## config.mk

```make
export PLATFORM = sky130hd
export DESIGN_NAME = sfcf_overlap
export DESIGN_NICKNAME = d
export VERILOG_FILES = /design/src/sfcf_pkg.sv /design/src/sfcf_overlap.sv
export SDC_FILE = /design/constraint.sdc
export NUM_CORES = 1
export LEC_CHECK = 0
export ABC_AREA = 1
export BUFFER_PORTS_ARGS = -buffer_cell sky130_fd_sc_hd__buf_2
export CORE_UTILIZATION = 55
export CTS_CLUSTER_SIZE = 10
export DETAILED_ROUTE_END_ITERATION = 12
export PLACE_DENSITY = 0.84
export REMOVE_ABC_BUFFERS = 1
export SLEW_MARGIN = 20
export SYNTH_ARGS = -nofsm -noshare
export SYNTH_HDL_FRONTEND = slang
export SYNTH_SLANG_ARGS = --single-unit
```

## constraint.sdc

```tcl
create_clock -name clock -period 2.68 [get_ports clock]
set_input_delay 0.536 -clock clock [delete_from_list [all_inputs] [get_ports clock]]
set_output_delay 0.536 -clock clock [all_outputs]
set_load 0.01 [all_outputs]
```

## src/sfcf_pkg.sv

```systemverilog
// sfcf_pkg: request/result payload types, register codes and fixed constants
// for the shared fragment candidate filter. No dependencies.
`default_nettype none

package sfcf_pkg;

   localparam int BIN_W    = 13;
   localparam int MAX_BINS = 4096;
   localparam int THR_W    = 4;

   localparam logic [3:0]       THRESHOLD_RESET = 4'd3;
   localparam logic [BIN_W-1:0] BIN_COUNT_RESET = 13'd2048;

   // register select is paddr bit 2 (byte addresses 0 and 4)
   localparam logic REG_THRESHOLD = 1'b0;
   localparam logic REG_BIN_COUNT = 1'b1;

   typedef struct packed {
      logic [15:0]        candidate_tag;
      logic signed [31:0] score;
      logic [15:0]        mz_value;
      logic               end_of_candidate;
      logic               end_of_scan;
   } req_type;

   typedef struct packed {
      logic [15:0]        kept_tag;
      logic signed [31:0] kept_score;
      logic               last_kept;
      logic               overflow;
   } rsp_type;

   // commands to the overlap counter
   typedef struct packed {
      logic load;    // store a bin of the lower ranked candidate
      logic clear;   // start a new pair
      logic check;   // compare one valid bin of the higher ranked candidate
   } ov_ctrl_type;

endpackage

`default_nettype wire

```

## src/sfcf_overlap.sv

```systemverilog
// sfcf_overlap: holds the bins of the lower ranked candidate and counts the
// distinct bins that the higher ranked one shares with it. Uses sfcf_pkg.
`default_nettype none

module sfcf_overlap #(
   parameter int MZ  = 12,
   parameter int SW  = 4,
   parameter int SIW = 4
) (
   input  wire logic                       clock,
   input  wire logic                       reset,
   input  wire sfcf_pkg::ov_ctrl_type      ctrl,
   input  wire logic [SIW-1:0]             slot,
   input  wire logic [sfcf_pkg::BIN_W-1:0] bin,
   input  wire logic [SW-1:0]              len_b,
   output logic [SW-1:0]                   count
);

   logic [sfcf_pkg::BIN_W-1:0] breg_ff [MZ];
   logic [MZ-1:0]              marks_ff, marks_in;
   logic [SW-1:0]              count_ff, count_in;
   logic [MZ-1:0]              eq;

   always_comb begin
      for (int k = 0; k < MZ; k++) begin
         eq[k] = (breg_ff[k] == bin) && (SW'(k) < len_b);
      end
   end

   // marks dedupe on the stored side, so a repeated bin counts once
   always_comb begin
      marks_in = marks_ff;
      count_in = count_ff;
      if (ctrl.clear) begin
         marks_in = '0;
         count_in = '0;
      end else if (ctrl.check) begin
         marks_in = marks_ff | eq;
         if ((|eq) && !(|(eq & marks_ff))) begin
            count_in = count_ff + SW'(1);
         end
      end
   end

   always_ff @(posedge clock) begin
      if (ctrl.load) begin
         breg_ff[slot] <= bin;
      end
   end

   always_ff @(posedge clock) begin
      if (reset) begin
         marks_ff <= '0;
         count_ff <= '0;
      end else begin
         marks_ff <= marks_in;
         count_ff <= count_in;
      end
   end

   assign count = count_ff;

   property p_count_bounded;
      @(posedge clock) disable iff (reset) count_ff <= SW'(MZ);
   endproperty
   a_count_bounded: assert property (p_count_bounded) else $error("overlap count too large");

   property p_clear_zero;
      @(posedge clock) disable iff (reset) ctrl.clear |=> (count_ff == '0 && marks_ff == '0);
   endproperty
   a_clear_zero: assert property (p_clear_zero) else $error("overlap not cleared");

   property p_count_tracks_marks;
      @(posedge clock) disable iff (reset) ctrl.check && !(|eq) |=> $stable(count_ff);
   endproperty
   a_count_tracks_marks: assert property (p_count_tracks_marks)
      else $error("count moved without a hit");

endmodule

`default_nettype wire

```

==> results of run 1 <==
-- routing by layer --
| metal | GRT usage | vias to the layer above |
|---|---|---|
| met3 | 0.0442 | 63 |
| met5 | 0 | - |
| met4 | 0.125 | 0 |
| li1 | - | 3108 |
| met2 | 0.470 | 398 |
| met1 | 0.374 | 2969 |
-- kinds of logic after synthesis --
logic type | count (synthesis) | share of synthesized area
AOI/OAI and AO/OA | 54 | 0.0377
adders and majority gates | 1 | 0.00148
DFF | 172 | 0.594
xor gates and xnor gates | 28 | 0.0291
and+or+nand+nor | 552 | 0.257
buffers and inverters | 149 | 0.0808
-- report_power, final --
group,internal (µW),switching [µW],total [µW]
combinational,137,316,453
sequential,2970,21.4,2990
clock,1740,998,2740
-- how the worst max path moves through the flow --
stage	endpoint	from	slack, ns	depth (start not counted)
final	count[3]$_SDFFE_PP0P_	bin[11]	0.69	14
after detailed placement	count[3]$_SDFFE_PP0P_	bin[11]	0.31	16
after global routing	count[3]$_SDFFE_PP0P_	bin[11]	0.52	14
after floorplan	count[3]$_SDFFE_PP0P_	bin[11]	0.91	13
after global placement	count[3]$_SDFFE_PP0P_	bin[11]	0.36	14
after CTS	count[0]$_SDFFE_PP0P_	bin[11]	0.78	15
-- sequential cells by signal (all words and copies together) (netlist names) --
register,count
marks_ff,12
breg_ff,156
count,4
-- cell type report --
| cell class | instances | area (µm²) |
|---|---|---|
| clock buffers | 19 | 433 |
| well taps | 184 | 230 |
| fillers | 1116 | 5220 |
| flip-flops and latches | 172 | 5000 |
| repair buffers | 65 | 440 |
| clock inverters | 13 | 220 |
| multi-input cells | 635 | 2740 |
| inverters | 120 | 463 |
-- metrics by stage --
stage | hold WS, ns | instance area (µm²) | setup slack (ns)
global route | 0.404 | 9530 | 0.518
finish | 0.412 | 9530 | 0.688
global placement | 0.447 | 8880 | 0.361
detailed placement | 0.453 | 8880 | 0.314
CTS | 0.401 | 9530 | 0.778
floorplan | 0.441 | 8210 | 0.907
-- cells in the final DEF (no fill, tap or decap) --
cell type and instances:
buf_12 2, buf_2 29, buf_4 34, bufinv_16 6
clkbuf_1 2, clkbuf_16 17, clkinv_1 3, clkinv_2 1
clkinvlp_4 2, dfxtp_1 16, edfxtp_1 156, ha_1 1
inv_1 112, inv_2 3, inv_4 5, inv_6 1
nand2_1 369, nand2_2 2, nand3_1 27, nand3_2 2
nand4_1 2, nor2_1 139, nor2_2 4, nor2_4 1
nor3_2 1, nor4_1 1, o211ai_1 1, o21a_1 12
o21ai_0 16, o21ai_1 21, o21ai_2 4, or2_1 1
or2_2 3, xnor2_1 16, xor2_1 12
==> flow_summary.json, run 1 <==
{
  "result_of_the_run": "completed",
  "worst_pin_slew_ns": 0.444,
  "design.die.area_um2": 15800,
  "vdd_ir_drop_max_uv": 421,
  "drive_above_1_share": 0.114,
  "routed_via_density": 5.41,
  "setup-tns-final_ns": 0,
  "crit_path_cell_trace": "buf_2 > inv_1 > nand2_1 > o21ai_2 > nor2_1 > nand2_1 > nor2_1 > nand2_1 > nand2_1 > nor2_1 > nand3_2 > nand3_1 > nor2_1 > nor2_1",
  "top_level_ports": 30,
  "synth_top_flop_cell": "edfxtp_1",
  "r2r_setup_slack_ns": 0.81,
  "die_width_um": 126,
  "synth_enable_flop_cells": 156,
  "initial_core_util": 0.571,
  "cts.path.max_buffers": 2,
  "post-route-period-util": 0.743,
  "detail_route.iter0.violations": 715,
  "worst_slew_margin_rel": 0.703,
  "max_freq_ghz": 0.502,
  "setup_viol": 0,
  "cp_slowest_cell": "nor2_1",
  "worstHoldPathType": "input pin to flop",
  "via_count_of_the_first_global_routing_pass": 6328,
  "wl_met3_mm": 2.22,
  "holdBufCountCts": 0,
  "worst_hold_path.num_cells": 1,
  "detail_route.first_pass.iterations": 5,
  "finalWeightedCongestion": 0.889,
  "report.power.total_uw": 6180,
  "rsz0062_at_grt": "false",
  "first_pass_grt_wire_length_mm": 33.3,
  "clock_insertion_delay_worst_skew_ns": 0.43,
  "finish.net_count": 1038,
  "timing.clock.skew_ns": 0.00667,
  "post_synth_inst_count": 956,
  "place_inst": 1176,
  "htree_levels": 4,
  "gr-total-overflow": 0,
  "worst_path_most_repeated_cell": "nor2_1",
  "holdPathEnd": "breg_ff[10][5]$_DFFE_PP_",
  "clk_pin_slew_worst_paths_ns": 0.06,
  "grt_antenna_before_repair": 0,
  "crit-reg2reg-launch": "breg_ff[6][11]$_DFFE_PP_",
  "synth_commonest_cells": "369 x nand2_1, 156 x edfxtp_1, 139 x nor2_1",
  "buffer_ports.inserted": 29,
  "postSynthRegisterBits": 172,
  "clock_tree_from_tritoncts": "yes",
  "critical_path.top_delay_family": "simple AND/OR/NAND/NOR gates",
  "post_cts_sizing": 0,
  "core_occupancy_in_the_finished_layout": 0.646,
  "synthArstFlopShare": 0,
  "number_of_non_filler_instances_in_the_completed_layout": 1208,
  "postRouteAntennaNets": 0,
  "wl_per_cell_um": 17.6,
  "topRoutingLayerUsed": "met4",
  "cell_accounting_for_the_most_synthesized_area": "edfxtp_1",
  "track_usage": 0.284,
  "mapped_cell_area_um2": 8430,
  "die_h_um": 126,
  "dr_vias": 6538,
  "power_density_nw_per_um2": 649,
  "detail_route.wirelength_mm": 21.3,
  "post-dp-hpwl_mm": 14.3,
  "synthDistinctLibCells": 29,
  "yosys.cell_count.top_type": "nand2_1",
  "hold_path_origin": "bin[5]",
  "total_clock_buffers_created_by_cts": 17,
  "worstRegToRegCells": 12,
  "warnings_synthesis": 0,
  "worst_ep_required_time_ns": 3.01,
  "timing.final.max_slew_violations": 0,
  "remaining_drc_errors": 0,
  "timing_hold_violations_final": 0,
  "layout-area-overhead-vs-synth_pct": 13.1,
  "start_kind": "input pin",
  "timing.max_cap.violations": 0,
  "cts_root_buf": "clkbuf_16",
  "antenna-diode-count": 0,
  "timing_worst_setup_path_type": "input pin to flop",
  "wl_met1_mm": 8.34,
  "critical_path.endpoint_type": "flop",
  "tritoncts_num_sinks": 172,
  "core_region_area_um2": 14800,
  "critPathBufInv": 2,
  "postSynthAreaPerCell_um2": 8.81,
  "synth_top_cells_by_area": "edfxtp_1 56%, nand2_1 16%, nor2_1 6.2%",
  "crit_path_arrival_time_ns": 2.32,
  "worst_path_max_stage_delay_ns": 0.30,
  "cts.repair_timing.setup_buffer_count": 0,
  "largest_net_degree_at_the_start_of_global_routing": 24,
  "rows": 44,
  "synthDominantCellAreaShare": 0.556,
  "layout_min_cycle_time_ns": 1.99,
  "worst_r2r_endpoint": "count[3]$_SDFFE_PP0P_",
  "power.static_leakage_uw": 0.00426,
  "critical_path.max_fanout": 11,
  "met2_length_mm": 10.0,
  "yosysSeqAreaShare": 0.594
}
Note: power is estimated with default switching activity, not from simulation.
==> inputs of run 2 (changes only) <==
Clock period 2.68 ns to 1.9 ns, I/O delays scaled along.
==> run 2 against run 1 <==
Net effect:
- total power increased by 40%
- wire length rose by 12%
- first-iteration DRC count is 20% higher
- design area is 6.4% higher
- largest cell class unchanged
- highest routed layer unchanged
==> flow_summary.json, run 2 (same netlist as run 1, synthesis figures left out) <==
{
  "result_of_the_run": "completed",
  "post-route-period-util": 0.972,
  "tritoncts_num_sinks": 172,
  "power.clock.fraction": 0.419,
  "antenna-diode-count": 0,
  "critical_path.endpoint_type": "flop",
  "finalWeightedCongestion": 0.874,
  "max_freq_ghz": 0.542,
  "timing_hold_violations_final": 0,
  "vdd_ir_drop_max_uv": 666,
  "power_density_nw_per_um2": 851,
  "first_pass_grt_wire_length_mm": 36.3,
  "internal_power_uw": 6660,
  "core_region_area_um2": 14800,
  "via_count_of_the_first_global_routing_pass": 6932,
  "finalHoldWorstSlack_ns": 0.189,
  "timing.final.max_slew_violations": 0,
  "remaining_drc_errors": 0,
  "postRouteAntennaNets": 0,
  "detail_route.iter0.violations": 857,
  "setup_viol": 0,
  "start_kind": "flop",
  "cts.path.max_buffers": 2,
  "critical_path.max_fanout": 5,
  "largest_net_degree_at_the_start_of_global_routing": 24,
  "share_seq_of_total_power": 0.490,
  "cts_root_buf": "clkbuf_16",
  "combinationalPowerShare": 0.092,
  "htree_levels": 4,
  "die_width_um": 126,
  "layout-area-overhead-vs-synth_pct": 20.4,
  "mostFrequentLayoutCell": "nand2_1",
  "crit_path_arrival_time_ns": 2.22,
  "clock_insertion_delay_worst_skew_ns": 0.44,
  "detail_route.first_pass.iterations": 5,
  "grt_antenna_before_repair": 0,
  "timing.max_cap.violations": 0,
  "worst_slew_margin_rel": 0.743,
  "worst_ep_required_time_ns": 2.27,
  "worst_pin_slew_ns": 0.385,
  "power.static_leakage_uw": 0.00453,
  "post-dp-hpwl_mm": 15.8,
  "total_clock_buffers_created_by_cts": 17,
  "die_h_um": 126,
  "timing.clock.skew_ns": 0.00708,
  "initial_core_util": 0.571,
  "buffer_ports.inserted": 29,
  "holdBufCountCts": 0,
  "worstHoldPathType": "input pin to flop",
  "number_of_flip_flops_under_the_largest_register_name": 156,
  "drive_above_1_share": 0.176,
  "dr_vias": 7050,
  "netSwitchingPower_uw": 1970,
  "layout_min_cycle_time_ns": 1.85,
  "top_level_ports": 30,
  "rows": 44,
  "timing_worst_setup_path_type": "flop to flop",
  "setup-tns-final_ns": 0,
  "clk_pin_slew_worst_paths_ns": 0.07,
  "detail_route.wirelength_mm": 23.8,
  "swShare": 0.228,
  "routed_via_density": 5.64,
  "largest-register": "breg_ff",
  "track_usage": 0.313,
  "final_cell_mix": "361 x nand2_1, 156 x edfxtp_1, 124 x nor2_1",
  "finish.net_count": 1080,
  "design.die.area_um2": 15800,
  "gr-total-overflow": 0,
  "clock_tree_from_tritoncts": "yes",
  "layout.filler_cells": 1035,
  "wl_per_cell_um": 19.0
}
-- run 2: changes by cell type in the layout (fill, tap and decap cells not counted), moves of 3 or more --
| cell | change |
|---|---|
| buf_12 | +18 |
| buf_4 | +24 |
| nand2_1 | -8 |
| nand2_2 | +8 |
| nand3_1 | -3 |
| nor2_1 | -15 |
| nor2_2 | +10 |
| nor2_4 | +5 |
-- run 2: worst paths after layout --
check | startpoint | to | slack [ns] | cells past startpoint
max | breg_ff[0][12]$_DFFE_PP_ | count[0]$_SDFFE_PP0P_ | 0.05 | 12
min | bin[7] | breg_ff[1][7]$_DFFE_PP_ | 0.19 | 1
max reg2reg | breg_ff[0][12]$_DFFE_PP_ | count[0]$_SDFFE_PP0P_ | 0.05 | 12
min reg2reg | marks_ff[6]$_SDFFE_PP0P_ | marks_ff[6]$_SDFFE_PP0P_ | 0.48 | 1
-- run 2: area by class of cell --
type,instances,area (µm²),area share
Tap cell,184,230,0.0227
Clock inverter,14,176,0.0174
Inverter,120,463,0.0457
Sequential cell,172,5000,0.494
Timing Repair Buffer,107,981,0.0967
Clock buffer,18,429,0.0423
Multi-Input combinational cell,635,2860,0.282
-- run 2: timing repair --
item / CTS / global route
setup buffers: 0 / 2
endpoints found under the setup margin: 0 / 4
gates resized for setup: 0 / 38
-- run 2: power by group through the flow --
stage	clock, µW	sequential [µW]	combinational [µW]
finish	3610	4230	790
global route	3780	4230	843
CTS	3610	4220	756
detailed placement	0	4300	744
global placement	0	4300	714
floorplan	0	4300	302
-- run 2: worst max-delay path, stage by stage, from the launching register on --
cell      delay, ns
edfxtp_1       0.41
o21ai_0        0.27
nor2_1         0.10
nand2_1        0.10
nor2_2         0.07
nand2_1        0.08
nand2_1        0.07
nor2_1         0.18
nand3_4        0.13
buf_4          0.15
nand4_1        0.07
nand2_1        0.06
nor2_1         0.10
-- run 2: per-layer routing --
metal	track usage	wire [µm]	vias to the layer above
met3	0.0663	3010	109
met1	0.398	8250	3208
met5	0	0	-
met2	0.509	11300	544
li1	-	-	3189
met4	0.162	1220	0
-- run 2: per-stage QoR --
| stage | util | setup WS, ns | cell area [µm²] | cells | total power [µW] |
|---|---|---|---|---|---|
| after CTS | 0.679 | 0.0634 | 10000 | 1250 | 8590 |
| after global routing | 0.687 | -0.0541 | 10100 | 1250 | 8850 |
| after detailed placement | 0.638 | -0.228 | 9420 | 1218 | 5050 |
| after global placement | 0.638 | -0.177 | 9420 | 1218 | 5010 |
| after floorplan | - | 0.283 | 8210 | 927 | 4600 |
| final | 0.687 | 0.0541 | 10100 | 1250 | 8630 |
==> inputs of run 3 (changes only) <==
Settings changed: PLACE_DENSITY 0.84 to 0.72, REMOVE_ABC_BUFFERS 1 to default.
==> run 3 against run 2 <==
Net effect:
- sequential power about the same
- via count down 4.2%
- non-clock buffer count up 2
- clock skew down 0.00078 ns
- register-to-register slack better by 0.09 ns
- design area down 1.6%
- count of clock-buffer cells in the layout up 2
- critical endpoint is now count[1]$_SDFFE_PP0P_
- largest cell class unchanged
- largest power group unchanged
==> flow_summary.json, run 3 (same netlist as run 1, synthesis figures left out) <==
{
  "result_of_the_run": "completed",
  "gr-total-overflow": 0,
  "setup_viol": 0,
  "crit_path_arrival_time_ns": 2.13,
  "detail_route.iter0.violations": 826,
  "critical_path.max_fanout": 5,
  "max_freq_ghz": 0.570,
  "antenna-diode-count": 0,
  "clk_pin_slew_worst_paths_ns": 0.07,
  "placement.cell_area_um2": 9320,
  "top_level_ports": 30,
  "finalWeightedCongestion": 0.904,
  "non_filler_cell_area_final_um2": 9980,
  "detail_route.first_pass.iterations": 5,
  "post-route-period-util": 0.923,
  "clock_tree_from_tritoncts": "yes",
  "drive_above_1_share": 0.174,
  "first_pass_grt_wire_length_mm": 34.6,
  "initial_core_util": 0.571,
  "power.static_leakage_uw": 0.00448,
  "grt_antenna_before_repair": 0,
  "cp_slowest_cell": "edfxtp_1",
  "dr_vias": 6756,
  "worst_pin_slew_ns": 0.385,
  "final_cell_mix": "365 x nand2_1, 156 x edfxtp_1, 126 x nor2_1",
  "finish.net_count": 1082,
  "detail_route.wirelength_mm": 22.5,
  "timing_hold_violations_final": 0,
  "htree_levels": 4,
  "layout.filler_cells": 1139,
  "largest-register": "breg_ff",
  "grtUsageMet3": 0.0607,
  "timing.clock.skew_ns": 0.00630,
  "number_of_flip_flops_under_the_largest_register_name": 156,
  "place_inst": 1221,
  "number_of_non_filler_instances_in_the_completed_layout": 1252,
  "crit_path_cell_trace": "or2_2 > nand3_1 > nor2_2 > nand3_2 > nand2_2 > nor2_2 > nand2_2 > nor2_4 > nand3_2 > nand2_1 > nand2_1 > nor2_1",
  "cts_root_buf": "clkbuf_16",
  "timing.final.max_slew_violations": 0,
  "core_region_area_um2": 14800,
  "worstHoldPathType": "input pin to flop",
  "die_width_um": 126,
  "layout-area-overhead-vs-synth_pct": 18.5,
  "multiInputGateArea_um2": 2820,
  "worst_path_max_stage_delay_ns": 0.42,
  "holdBufCountCts": 0,
  "routed_via_density": 5.40,
  "largest_net_degree_at_the_start_of_global_routing": 23,
  "start_kind": "flop",
  "design.die.area_um2": 15800,
  "die_h_um": 126,
  "layout_min_cycle_time_ns": 1.75,
  "remaining_drc_errors": 0,
  "wl_per_cell_um": 18.0,
  "mostFrequentLayoutCell": "nand2_1",
  "grt-busiest-layer": "met2",
  "cts.repair_timing.setup_buffer_count": 0,
  "post-dp-hpwl_mm": 15.6,
  "postRouteAntennaNets": 0,
  "buffer_ports.inserted": 29,
  "power_density_nw_per_um2": 849,
  "tritoncts_num_sinks": 172,
  "clock_insertion_delay_worst_skew_ns": 0.44,
  "total_clock_buffers_created_by_cts": 17,
  "post_cts_sizing": 0,
  "rows": 44,
  "worst_slew_margin_rel": 0.743,
  "final-seq-area_um2": 5000,
  "timing.max_cap.violations": 0,
  "timing_worst_setup_path_type": "flop to flop",
  "syn_nets": 983,
  "vdd_ir_drop_max_uv": 694,
  "report.power.total_uw": 8470,
  "grt_use_met2": 0.469,
  "cts.path.max_buffers": 2,
  "globalRouteMet1Util": 0.411,
  "worst_ep_required_time_ns": 2.28,
  "via_count_of_the_first_global_routing_pass": 6321,
  "track_usage": 0.301,
  "critical_path.endpoint_type": "flop"
}
-- run 3: cell types whose count changed in the layout (fill, tap and decap cells not counted), sizes merged --
cell | previous run | this run
buf | 107 | 109
bufinv | 4 | 2
clkbuf | 18 | 20
clkinv | 8 | 6
clkinvlp | 2 | 3
inv | 120 | 121
-- run 3: worst paths after layout --
check | start | to | slack [ns] | cells after the start
setup reg to reg | breg_ff[3][10]$_DFFE_PP_ | count[1]$_SDFFE_PP0P_ | 0.15 | 12
setup / recovery | breg_ff[3][10]$_DFFE_PP_ | count[1]$_SDFFE_PP0P_ | 0.15 | 12
hold reg to reg | marks_ff[2]$_SDFFE_PP0P_ | marks_ff[2]$_SDFFE_PP0P_ | 0.47 | 1
hold / removal | bin[1] | breg_ff[0][1]$_DFFE_PP_ | 0.28 | 1
-- run 3: metrics by stage --
step	hold WS [ns]	utilization	TNS, ns	worst slack (ns)
after CTS	0.272	0.672	0	0.0836
after detailed placement	0.456	0.631	-0.917	-0.245
after global placement	0.448	0.631	-0.761	-0.217
after floorplan	0.441	-	0	0.261
after global routing	0.290	0.677	-0.0249	-0.0249
final	0.281	0.677	0	0.147
-- run 3: critical path, delay by kind of cell, from the launching register on --
kind	cells	cell delay, ns
and+or+nand+nor	12	1.28
DFF	1	0.42
-- run 3: per-layer routing --
layer / routed length [µm] / vias to the layer above
met5: 0 / -
met4: 709 / 0
met3: 2230 / 58
met2: 10200 / 367
met1: 9420 / 3138
li1: - / 3193
-- run 3: power breakdown --
part / switching (µW) / internal (µW)
clock network: 1490 / 2020
logic: 474 / 272
registers: 31.5 / 4190
-- run 3: cell type report --
class / instances / share of cell area
multi-input combinational: 635 / 0.282
timing repair buffer: 109 / 0.0872
inverter: 120 / 0.0464
clock inverter: 12 / 0.0140
clock buffer: 20 / 0.0457
tap: 184 / 0.0231
sequential: 172 / 0.501
